$ cat src/hdl/eabs_pkg.sv
// ----------------------------------------------------------------------------
// eabs_pkg
// Shared types and constants of the edge-aware 3x3 box smoother: field
// widths, register indexes, the controller/datapath command and status
// words, and the reciprocal lookup used for the mean.
// ----------------------------------------------------------------------------
package eabs_pkg;

  localparam int SMP_W   = 8;     // raw height sample
  localparam int CFG_W   = 13;    // grid_width / grid_height registers
  localparam int HGT_W   = 13;    // row counter, holds 0..4096
  localparam int ROW_W   = 12;    // result row field
  localparam int COL_W   = 12;    // result column field
  localparam int SUM_W   = 12;    // up to 9 * 255
  localparam int CNT_W   = 4;     // up to 9 cells
  localparam int RCP_W   = 25;    // reciprocal, up to 2^24
  localparam int RES_W   = 16;    // 8.8 mean
  localparam int PROD_W  = SUM_W + RCP_W;
  localparam int RCP_SH  = 16;    // (sum * 256 * rcp) >> 24 == (sum * rcp) >> 16

  localparam int MAX_HEIGHT = 4096;
  localparam logic [CFG_W-1:0] GRID_RESET = 13'd2049;

  // APB register map: word index taken from paddr[2]
  localparam int ADDR_W = 3;
  localparam logic REG_GRID_WIDTH  = 1'b0;
  localparam logic REG_GRID_HEIGHT = 1'b1;

  // request kinds carried in tuser
  localparam logic REQ_SAMPLE = 1'b0;
  localparam logic REQ_FLUSH  = 1'b1;

  // controller -> datapath
  typedef struct packed {
    logic load_smp;   // capture sample, launch line store read
    logic commit;     // write line stores, shift window, advance counters
    logic sum_win;    // sum the window for the pending result
    logic load_fl;    // capture flush column, clear accumulator
    logic fl_rd;      // launch line store read for the current tap
    logic fl_acc;     // add the tap's read data
    logic mul;        // multiply sum by reciprocal of count
    logic emit;       // load the output register
  } eabs_cmd_t;

  // datapath -> controller
  typedef struct packed {
    logic smp_ok;     // sample belongs to the frame
    logic fl_ok;      // flush tick has a result to give
    logic pend_any;   // captured sample produces at least one result
    logic pend_more;  // another result remains after the one in flight
    logic tap_last;   // last flush tap
    logic out_free;   // output register can take a word
  } eabs_stat_t;

  // ceil(2^24 / count); exact floor(sum*256/count) for all sums of up to 9 cells
  function automatic logic [RCP_W-1:0] recip(input logic [CNT_W-1:0] count);
    logic [RCP_W-1:0] r;
    case (count)
      4'd1:    r = 25'd16777216;
      4'd2:    r = 25'd8388608;
      4'd3:    r = 25'd5592406;
      4'd4:    r = 25'd4194304;
      4'd5:    r = 25'd3355444;
      4'd6:    r = 25'd2796203;
      4'd7:    r = 25'd2396746;
      4'd8:    r = 25'd2097152;
      4'd9:    r = 25'd1864136;
      default: r = '0;
    endcase
    return r;
  endfunction

endpackage

$ cat src/hdl/eabs_ctrl.sv
// ----------------------------------------------------------------------------
// eabs_ctrl
// Sequencer of the smoother: takes one word at a time and steps the datapath
// through line store access, window sum or flush taps, multiply and emit.
// ----------------------------------------------------------------------------
module eabs_ctrl (
  input  logic                  clk,
  input  logic                  rst,
  input  logic                  in_valid,
  input  logic                  in_kind,
  output logic                  in_ready,
  input  eabs_pkg::eabs_stat_t  stat,
  output eabs_pkg::eabs_cmd_t   cmd
);

  localparam logic [2:0] S_IDLE = 3'd0;
  localparam logic [2:0] S_SRD  = 3'd1;
  localparam logic [2:0] S_SUM  = 3'd2;
  localparam logic [2:0] S_MUL  = 3'd3;
  localparam logic [2:0] S_EMIT = 3'd4;
  localparam logic [2:0] S_FRD  = 3'd5;
  localparam logic [2:0] S_FACC = 3'd6;

  logic [2:0] state;
  logic [2:0] state_next;
  logic       accept;

  assign in_ready = (state == S_IDLE);
  assign accept   = in_valid && in_ready;

  always_comb begin
    state_next = state;
    cmd        = '0;
    case (state)
      S_IDLE: begin
        if (accept) begin
          if (in_kind == eabs_pkg::REQ_SAMPLE) begin
            if (stat.smp_ok) begin
              cmd.load_smp = 1'b1;
              state_next   = S_SRD;
            end
          end else if (stat.fl_ok) begin
            cmd.load_fl = 1'b1;
            state_next  = S_FRD;
          end
        end
      end
      S_SRD: begin
        cmd.commit = 1'b1;
        state_next = stat.pend_any ? S_SUM : S_IDLE;
      end
      S_SUM: begin
        cmd.sum_win = 1'b1;
        state_next  = S_MUL;
      end
      S_MUL: begin
        cmd.mul    = 1'b1;
        state_next = S_EMIT;
      end
      S_EMIT: begin
        if (stat.out_free) begin
          cmd.emit   = 1'b1;
          state_next = stat.pend_more ? S_SUM : S_IDLE;
        end
      end
      S_FRD: begin
        cmd.fl_rd  = 1'b1;
        state_next = S_FACC;
      end
      S_FACC: begin
        cmd.fl_acc = 1'b1;
        state_next = stat.tap_last ? S_MUL : S_FRD;
      end
      default: begin
        state_next = S_IDLE;
      end
    endcase
  end

  always_ff @(posedge clk) begin
    if (rst) begin
      state <= S_IDLE;
    end else begin
      state <= state_next;
    end
  end

endmodule

$ cat config.mk
export PLATFORM = sky130hd
export DESIGN_NAME = eabs_ctrl
export DESIGN_NICKNAME = d
export VERILOG_FILES = /design/src/hdl/eabs_pkg.sv /design/src/hdl/eabs_ctrl.sv
export SDC_FILE = /design/constraint.sdc
export NUM_CORES = 1
export LEC_CHECK = 0
export BUFFER_PORTS_ARGS = -buffer_cell sky130_fd_sc_hd__buf_2
export CORE_AREA = 2 2 39 41
export CTS_CLUSTER_DIAMETER = 100
export CTS_CLUSTER_SIZE = 20
export DETAILED_ROUTE_END_ITERATION = 8
export DIE_AREA = 0 0 41 43
export PLACE_DENSITY = 0.57
export SYNTH_ARGS = -nofsm -noshare
export SYNTH_HDL_FRONTEND = slang
export SYNTH_SLANG_ARGS = --single-unit
export TNS_END_PERCENT = 5
$ cat constraint.sdc
create_clock -name clk -period 1.7 [get_ports clk]
set_clock_uncertainty 0.1 [all_clocks]
set_input_delay 0.255 -clock clk [delete_from_list [all_inputs] [get_ports clk]]
set_output_delay 0.255 -clock clk [all_outputs]
set_load 0.02 [all_outputs]
==> results summary, run 1 <==
The via count of the first global-routing pass is 300. Entering global routing, the biggest net connects 13 pins. The fraction of power spent switching nets came out at 30.73%. The net switching power came out at 0.08573 mW. The I/O pin count is 19.

The row count came out at 14. STA puts the critical path data required time at 1.34 ns. The worst max-slew margin expressed relative to the limit came out at 75.65%.

The total routing usage reported by global routing came out at 11.24%. The mean instance size in the synthesized netlist came out at 7.609 um^2. The HPWL reported at the end of detailed placement came out at 532.5 um. The average detailed-routed wire length per instance is 10.11 um.

The CTS tree is built. The power share of the sequential group is 29.8%. In this run the critical register-to-register path is launched from state[0].

Of all nets on the critical path, the largest fanout is 10. Summing the areas of all fa, ha and maj instances in the mapped netlist gives 0% of the synthesized area. The fraction of the mapped netlist area in simple logic gates is 42.67%. The worst register-to-register path ends at state[1].

The largest individual stage delay along the critical path comes from the cell sky130_fd_sc_hd__dfxtp_1. After detailed routing, the number of remaining DRC violations is 0. The total count of max-transition violations in the final report came to 0. The setup slack of the worst register-to-register path came out at 0.29 ns. The starting utilization of the core area came out at 20.34%. The number of flip-flops in the largest register came out at 3. After detailed routing, the number of vias per cell comes to 4.425.

Summed over all cells, the static leakage comes to 0.1999 nW. Power spread over the standard cell area amounts to 679.7 nW/um^2. The buffer and inverter count on the worst path is 2. The number of nets in the layout came out at 68. The xor/xnor cell area share of the yosys netlist came out at 0%.

IR analysis of the VDD net gives a maximum drop of 0.0001797 V. The least setup slack across all paths after layout is 0.1094 ns. The TritonCTS buffer count came out at 3. The cell depth of the worst hold path is 2. The count of synthesis-stage warnings from yosys is 0. After synthesis, the largest family of logic cells by area is simple AND/OR/NAND/NOR gates. The post-route antenna net violation count is 0.

The insertion delay of the later-clocked pin in the worst-skew pair is 0.24 ns. The critical path goes through nor3_4 > nand4_1 > inv_1 > buf_2. The maximum number of buffers from clock root to sink is 2. The via total after detailed routing is 323.

The clock sink count is 3. Leaving out fill and tap cells, the most frequent cell in the layout is sky130_fd_sc_hd__buf_2. The slew at the pin with the worst max-slew slack came out at 0.3647 ns. In this run, the number of DRC markers left after iteration 0 of detailed routing was 3.

The number of antenna repair diodes came out at 0. The placed instance count is 68. The post-synthesis sequential element count came out at 3. The critical path's top delay family is flip-flops. The final clock period utilization by the worst path is 93.57%. The worst-case setup slack after placement is 0.1653 ns. The upper clock frequency limit came out at 0.6287 GHz. The endpoint kind of the worst setup timing path is an output port. The cell-internal power is 0.1932 mW. The setup TNS is 0 ns. The worst setup path is of the reg2out kind. The overall routed net length is 738 um.

In this run the cell area of the synthesized design comes to 281.5 um^2. The delay contributed by the slowest stage of the critical path came out at 0.41 ns. The full die area is 1763 um^2.

The run finished with clean final reports. The final count of hold timing violations is 0. The number of standard cells after synthesis is 37.

The clock network burns 47.9% of the power. The last weighted congestion value of the routability-driven placer is 0.7553. Setup violations remaining at the end of the flow were counted as 0. CTS built an H-tree with a depth of 1. The instance area after placement is 367.9 um^2. Leaving out fill and tap cells, the most frequent cells in the layout are sky130_fd_sc_hd__buf_2 (18), sky130_fd_sc_hd__nand2b_1 (4), sky130_fd_sc_hd__inv_1 (3), sky130_fd_sc_hd__nor2_1 (3), sky130_fd_sc_hd__clkbuf_4 (3).

The layout overhead on the synthesized area is 45.78%. After clock tree synthesis, the flow added hold-fix buffers numbering 0. The first detailed-routing pass ran for 3 iterations.

The register containing the most flip-flops in the final layout is state. The standard cell core area came out at 1384 um^2. The complex-gate fraction of the synthesized area came out at 19.56%. The worst hold path begins at rst. The area used by multi-input combinational logic is 192.7 um^2. The area taken by flip-flops and latches came out at 62.56 um^2. Of the cells placed in the final design, the portion with a size suffix greater than 1 is 49.12%. At the worst endpoint, the arrival time is 1.24 ns. The count of port buffers added during placement came out at 18. The master cell of the clock root buffer is sky130_fd_sc_hd__clkbuf_4. The first-pass GRT wire length came out at 1276 um. The height of the chip came out at 43 um. The number of different library cells used by synthesis comes to 24. The worst setup path is launched from a register. The max-capacitance violation count came out at 0. For hold timing, the worst endpoint is state[2].

The type of the worst min-delay path is in2reg. In the final layout, the registers with the most flip-flops are state x3. The final-layout worst hold slack is 0.1037 ns. The post-route non-filler standard cell count came out at 73.

When the netlist entered floorplanning its net count stood at 47. The number of antenna violations at the first check in global routing came out at 0. Combinational logic burns 22.3% of the power. The filler cell count in the final layout came out at 162.

The final instance area is 410.4 um^2. The register area share after synthesis is 21.33%. Setup repair after global routing left no endpoint under its margin.

The clock-pin slew on the worst setup and hold paths is 0.04 ns. The depth of the most critical reg-to-reg path came out at 3. The mux contribution to synthesized area is 4.000%. The remaining global-route overflow is 0. The floorplan step set the die width to 41 um. The final critical delay including setup and external delays is 1.591 ns.
## worst register-to-register path, delay by kind of cell (launching register included)
family	cells	cell delay [ns]
AO/OA/AOI/OAI	3	0.76
flip-flops	1	0.46
## layout make-up
type,count,share of cell area [%]
clock buffers,4,6.402
inverters,3,2.744
multi-input cells,28,46.95
flip-flops and latches,3,15.24
well taps,16,4.878
repair buffers,19,23.78
## layer usage
| layer | vias to the layer above | GRT usage, % | part of all wire [%] |
|---|---|---|---|
| met2 | 11 | 13.75 | 47 |
| met4 | 0 | 10.00 | 3.0 |
| li1 | 173 | - | - |
| met3 | 3 | 4.712 | 8.4 |
| met5 | - | 0 | 0 |
| met1 | 136 | 14.15 | 42 |
## Yosys cell counts, drive strengths merged
library cell	count	share of area [%]
nor2b	2	4.4
o31ai	1	2.7
inv	3	4.0
nand3	1	1.8
a21oi	1	1.8
nor2	4	6.2
and4b	1	3.6
buf	3	8.4
nor3	3	7.1
nor3b	1	2.7
nand2	1	1.3
o32a	1	3.6
and3	2	4.4
nand2b	4	8.9
nand4	1	2.2
a31oi	2	4.4
o21ai	1	1.8
dfxtp	3	21
a2111oi	1	5.3
mux2	1	4.0
## power groups by stage
stage | logic (mW) | registers, mW | clock network (mW)
2_1_floorplan | 0.0440 | 0.0759 | 0
6_report | 0.0622 | 0.0831 | 0.134
3_3_place_gp | 0.0578 | 0.0823 | 0
3_5_place_dp | 0.0576 | 0.0827 | 0
5_1_grt | 0.0695 | 0.0841 | 0.144
4_1_cts | 0.0590 | 0.0824 | 0.136
## how the worst max path moves through the flow
stage | cells after the start | endpoint | slack, ns | from
finish | 4 | cmd[4] | 0.11 | state[1]
global route | 4 | cmd[4] | 0.02 | state[1]
global placement | 3 | state[1] | 0.22 | state[0]
floorplan | 3 | cmd[7] | 0.09 | state[2]
detailed placement | 3 | state[1] | 0.17 | state[0]
CTS | 4 | cmd[4] | 0.05 | state[2]
## per-stage QoR
step	total power [mW]	utilization (%)
3_3_place_gp	0.1401	26.58
3_5_place_dp	0.1403	26.58
5_1_grt	0.2972	29.66
2_1_floorplan	0.1199	-
6_report	0.2790	29.66
4_1_cts	0.2778	28.93
## timing repair
| item | in CTS | in global routing |
|---|---|---|
| cloned | 0 | 0 |
| endpoints found under the setup margin | 1 | 4 |
| resized for setup | 1 | 2 |
| setup buffers | 0 | 1 |
| pin swaps | 0 | 1 |
## kinds of logic after synthesis
logic type / count (synthesis)
mux: 1
flops: 3
simple gates: 20
compound gates: 7
buf+inv: 6
No activity file was read; power rests on OpenSTA's default activity.
==> run 2, diff against run 1 <==
==> constraint.sdc (replaced) <==
create_clock -name clk -period 1.7 [get_ports clk]
set_clock_uncertainty 0.1 [all_clocks]
set_input_delay 0 -clock clk [delete_from_list [all_inputs] [get_ports clk]]
set_output_delay 0 -clock clk [all_outputs]
set_load 0.02 [all_outputs]
==> run 2 against run 1 <==
  * Combinational power up 12%
  * Highest routed layer is now met3
  * First-iteration DRC count increased by 67%
  * Critical path type unchanged
  * Die area is the same
==> results summary, run 2 (same netlist as run 1, synthesis figures left out) <==
The standard cell core area is 1384 um^2 (unchanged). The TritonCTS buffer count came out at 3 (unchanged). Walking the worst path, the cells encountered are buf_4 > nor3_2 > and4b_1 > buf_2.

The upper clock frequency limit is 0.6961 GHz (+11%). The total count of max-transition violations in the final report was 0 (unchanged). Compared with the post-synthesis result, the final layout area differs by 56.89%. The final count of hold timing violations came out at 0 (unchanged). The max-capacitance violation count is 0 (unchanged). The HPWL reported at the end of detailed placement came to 537.2 um (+0.88%). The final clock period utilization by the worst path is 84.51% (-9.1 points).

The register containing the most flip-flops in the final layout is state. The via total after detailed routing is 340 (+5.3%). The CTS tree is built. The via count of the first global-routing pass came to 286 (-4.7%). The critical path is of the reg2out type. The overall routed net length came out at 767 um (+3.9%). The number of nets in the layout came out at 72 (+5.9%).

The remaining global-route overflow came out at 0 (unchanged). The static leakage was 0.2137 nW (+6.9%). The utilization after layout was 31.92% (+2.3 points). The number of detailed-routing iterations run before antenna repair was 2 (-1). The final count of negative-setup-slack endpoints is 0 (unchanged). The arrival time of data at the critical path endpoint was 1.34 ns (+0.10 ns).

The largest registers in the layout are state x3. The remaining design rule violation count was 0 (unchanged). The root buffer cell chosen for the clock tree is sky130_fd_sc_hd__clkbuf_4. The largest net degree at the start of global routing was 11 (-2).

The required time at the endpoint of the critical path is 1.60 ns (+0.26 ns). The number of gates given a new drive strength after cts is 0 (-1). The endpoint kind of the worst setup timing path is an output port.

The area used by multi-input combinational logic came to 186.4 um^2 (-3.2%). The final critical delay including setup and external delays was 1.437 ns (-0.1540 ns). The starting utilization of the core area is 20.34% (unchanged).

Leaving out fill and tap cells, the most frequent cell in the layout is sky130_fd_sc_hd__buf_2. The proportion of layout cells with a drive suffix above 1 came out at 42.62% (-6.5 points). The largest fanout on the critical path came to 9 (-1). The maximum number of buffers from clock root to sink came out at 2 (unchanged).

The width of the die is 41 um (unchanged). The post-route antenna net violation count is 0 (unchanged). The filler cell count in the final layout came out at 156 (-3.7%). Setup repair after global routing left no endpoint under its margin. In the layout the commonest cells are sky130_fd_sc_hd__buf_2 (18), sky130_fd_sc_hd__nand2b_1 (4), sky130_fd_sc_hd__dlygate4sd3_1 (4). The full die area came out at 1763 um^2 (unchanged).

The I/O pin count came to 19 (unchanged). The average detailed-routed wire length per instance came to 9.961 um (-1.5%). The height of the chip came to 43 um (unchanged). STA classifies the critical path startpoint as a register. The post-CTS setup buffer count is 0 (unchanged). The number of antenna repair diodes came out at 0 (unchanged). The number of DRC markers after the initial detailed-route iteration came to 5 (+2). The first-pass GRT wire length is 1193 um (-6.5%). The number of antenna violations at the first check in global routing came out at 0 (unchanged). The total routing usage reported by global routing is 10.06% (-1.2 points).

The row count is 14 (unchanged). The insertion delay of the later-clocked pin in the worst-skew pair came out at 0.23 ns (about the same). The setup TNS is 0 ns (unchanged). The delay contributed by the slowest stage of the critical path is 0.33 ns (-0.08 ns).

The per-cell via count in the routed design came out at 4.416 (-0.21%). The slew at the pin with the worst max-slew slack is 0.3173 ns (-0.04739 ns). The type of the worst min-delay path is in2reg. The total power density per cell area came out at 625.3 nW/um^2 (-8.0%). The maximum level of the CTS H-tree came out at 1 (unchanged). The peak supply drop is 0.0003497 V (+95%). The clock sink count came out at 3 (unchanged). The area taken by flip-flops and latches came to 60.06 um^2 (-4.0%). The count of port buffers added during placement came out at 18 (unchanged).

The clock-pin slew on the worst setup and hold paths is 0.04 ns (about the same). The worst-path cell with the longest stage delay is sky130_fd_sc_hd__dfxtp_1. The number of flip-flops in the largest register is 3 (unchanged).

The run finished with clean final reports. The worst max-slew margin expressed relative to the limit came to 78.81% (+3.2 points). The last weighted congestion value of the routability-driven placer was 0.7156 (-5.3%).
==> run 2: cell types whose count changed in the layout (fill, tap and decap cells not counted) <==
| cell | delta |
|---|---|
| sky130_fd_sc_hd__dfxtp_2 | -2 |
| sky130_fd_sc_hd__dfxtp_1 | +2 |
| sky130_fd_sc_hd__nor3_2 | +1 |
| sky130_fd_sc_hd__dlygate4sd3_1 | +4 |
| sky130_fd_sc_hd__nor3_4 | -1 |
==> run 2: worst paths after layout <==
check	slack, ns	to	startpoint	cells past startpoint
max	0.26	cmd[7]	state[0]	4
max reg2reg	0.29	state[1]	state[2]	3
min	0.0002	state[2]	stat[0]	4
min reg2reg	0.55	state[2]	state[1]	2
==> run 2: per-layer routing <==
metal / part of all wire (%) / vias up / track usage, %
met5: 0 / - / 0
met4: 0 / 0 / 0
met3: 9.8 / 0 / 6.806
met2: 46 / 10 / 14.69
met1: 44 / 148 / 12.94
li1: - / 182 / -
==> run 2: cell type report <==
| cell class | instances | area share, % |
|---|---|---|
| Sequential cell | 3 | 13.60 |
| Clock buffer | 4 | 5.949 |
| Tap cell | 16 | 4.533 |
| Inverter | 3 | 2.550 |
| Multi-Input combinational cell | 28 | 42.21 |
| Timing Repair Buffer | 23 | 31.16 |
==> run 2: what timing repair did <==
action                                 CTS  global route
hold buffers                             4             0
setup endpoints to repair                0             0
endpoints found under the hold margin    3             0
==> run 2: worst max-delay path, delay by kind of cell, from the launching register on <==
kind | cells | cell delay (ns)
flip-flops | 1 | 0.33
AND/OR/NAND/NOR | 2 | 0.45
buffers and inverters | 2 | 0.33
==> run 2: stage by stage <==
step                instance area, um^2  std cells  hold slack, ns  worst slack, ns  power [mW]
CTS                               441.7         77        0.002013           0.2447      0.2821
finish                            441.7         77       0.0002114           0.2634      0.2762
floorplan                         281.5         37        -0.03114           0.3447      0.1199
global placement                  375.4         69          0.1069           0.3363      0.1418
global route                      441.7         77         0.04862           0.1287      0.2962
detailed placement                375.4         69          0.1109           0.2848      0.1422
==> run 2: power breakdown <==
group / internal (mW) / total, mW / switching (mW) / leakage (nW)
clock: 0.0882 / 0.128 / 0.0400 / 0.0150
sequential: 0.0737 / 0.0786 / 0.00492 / 0.0244
combinational: 0.0338 / 0.0694 / 0.0356 / 0.174
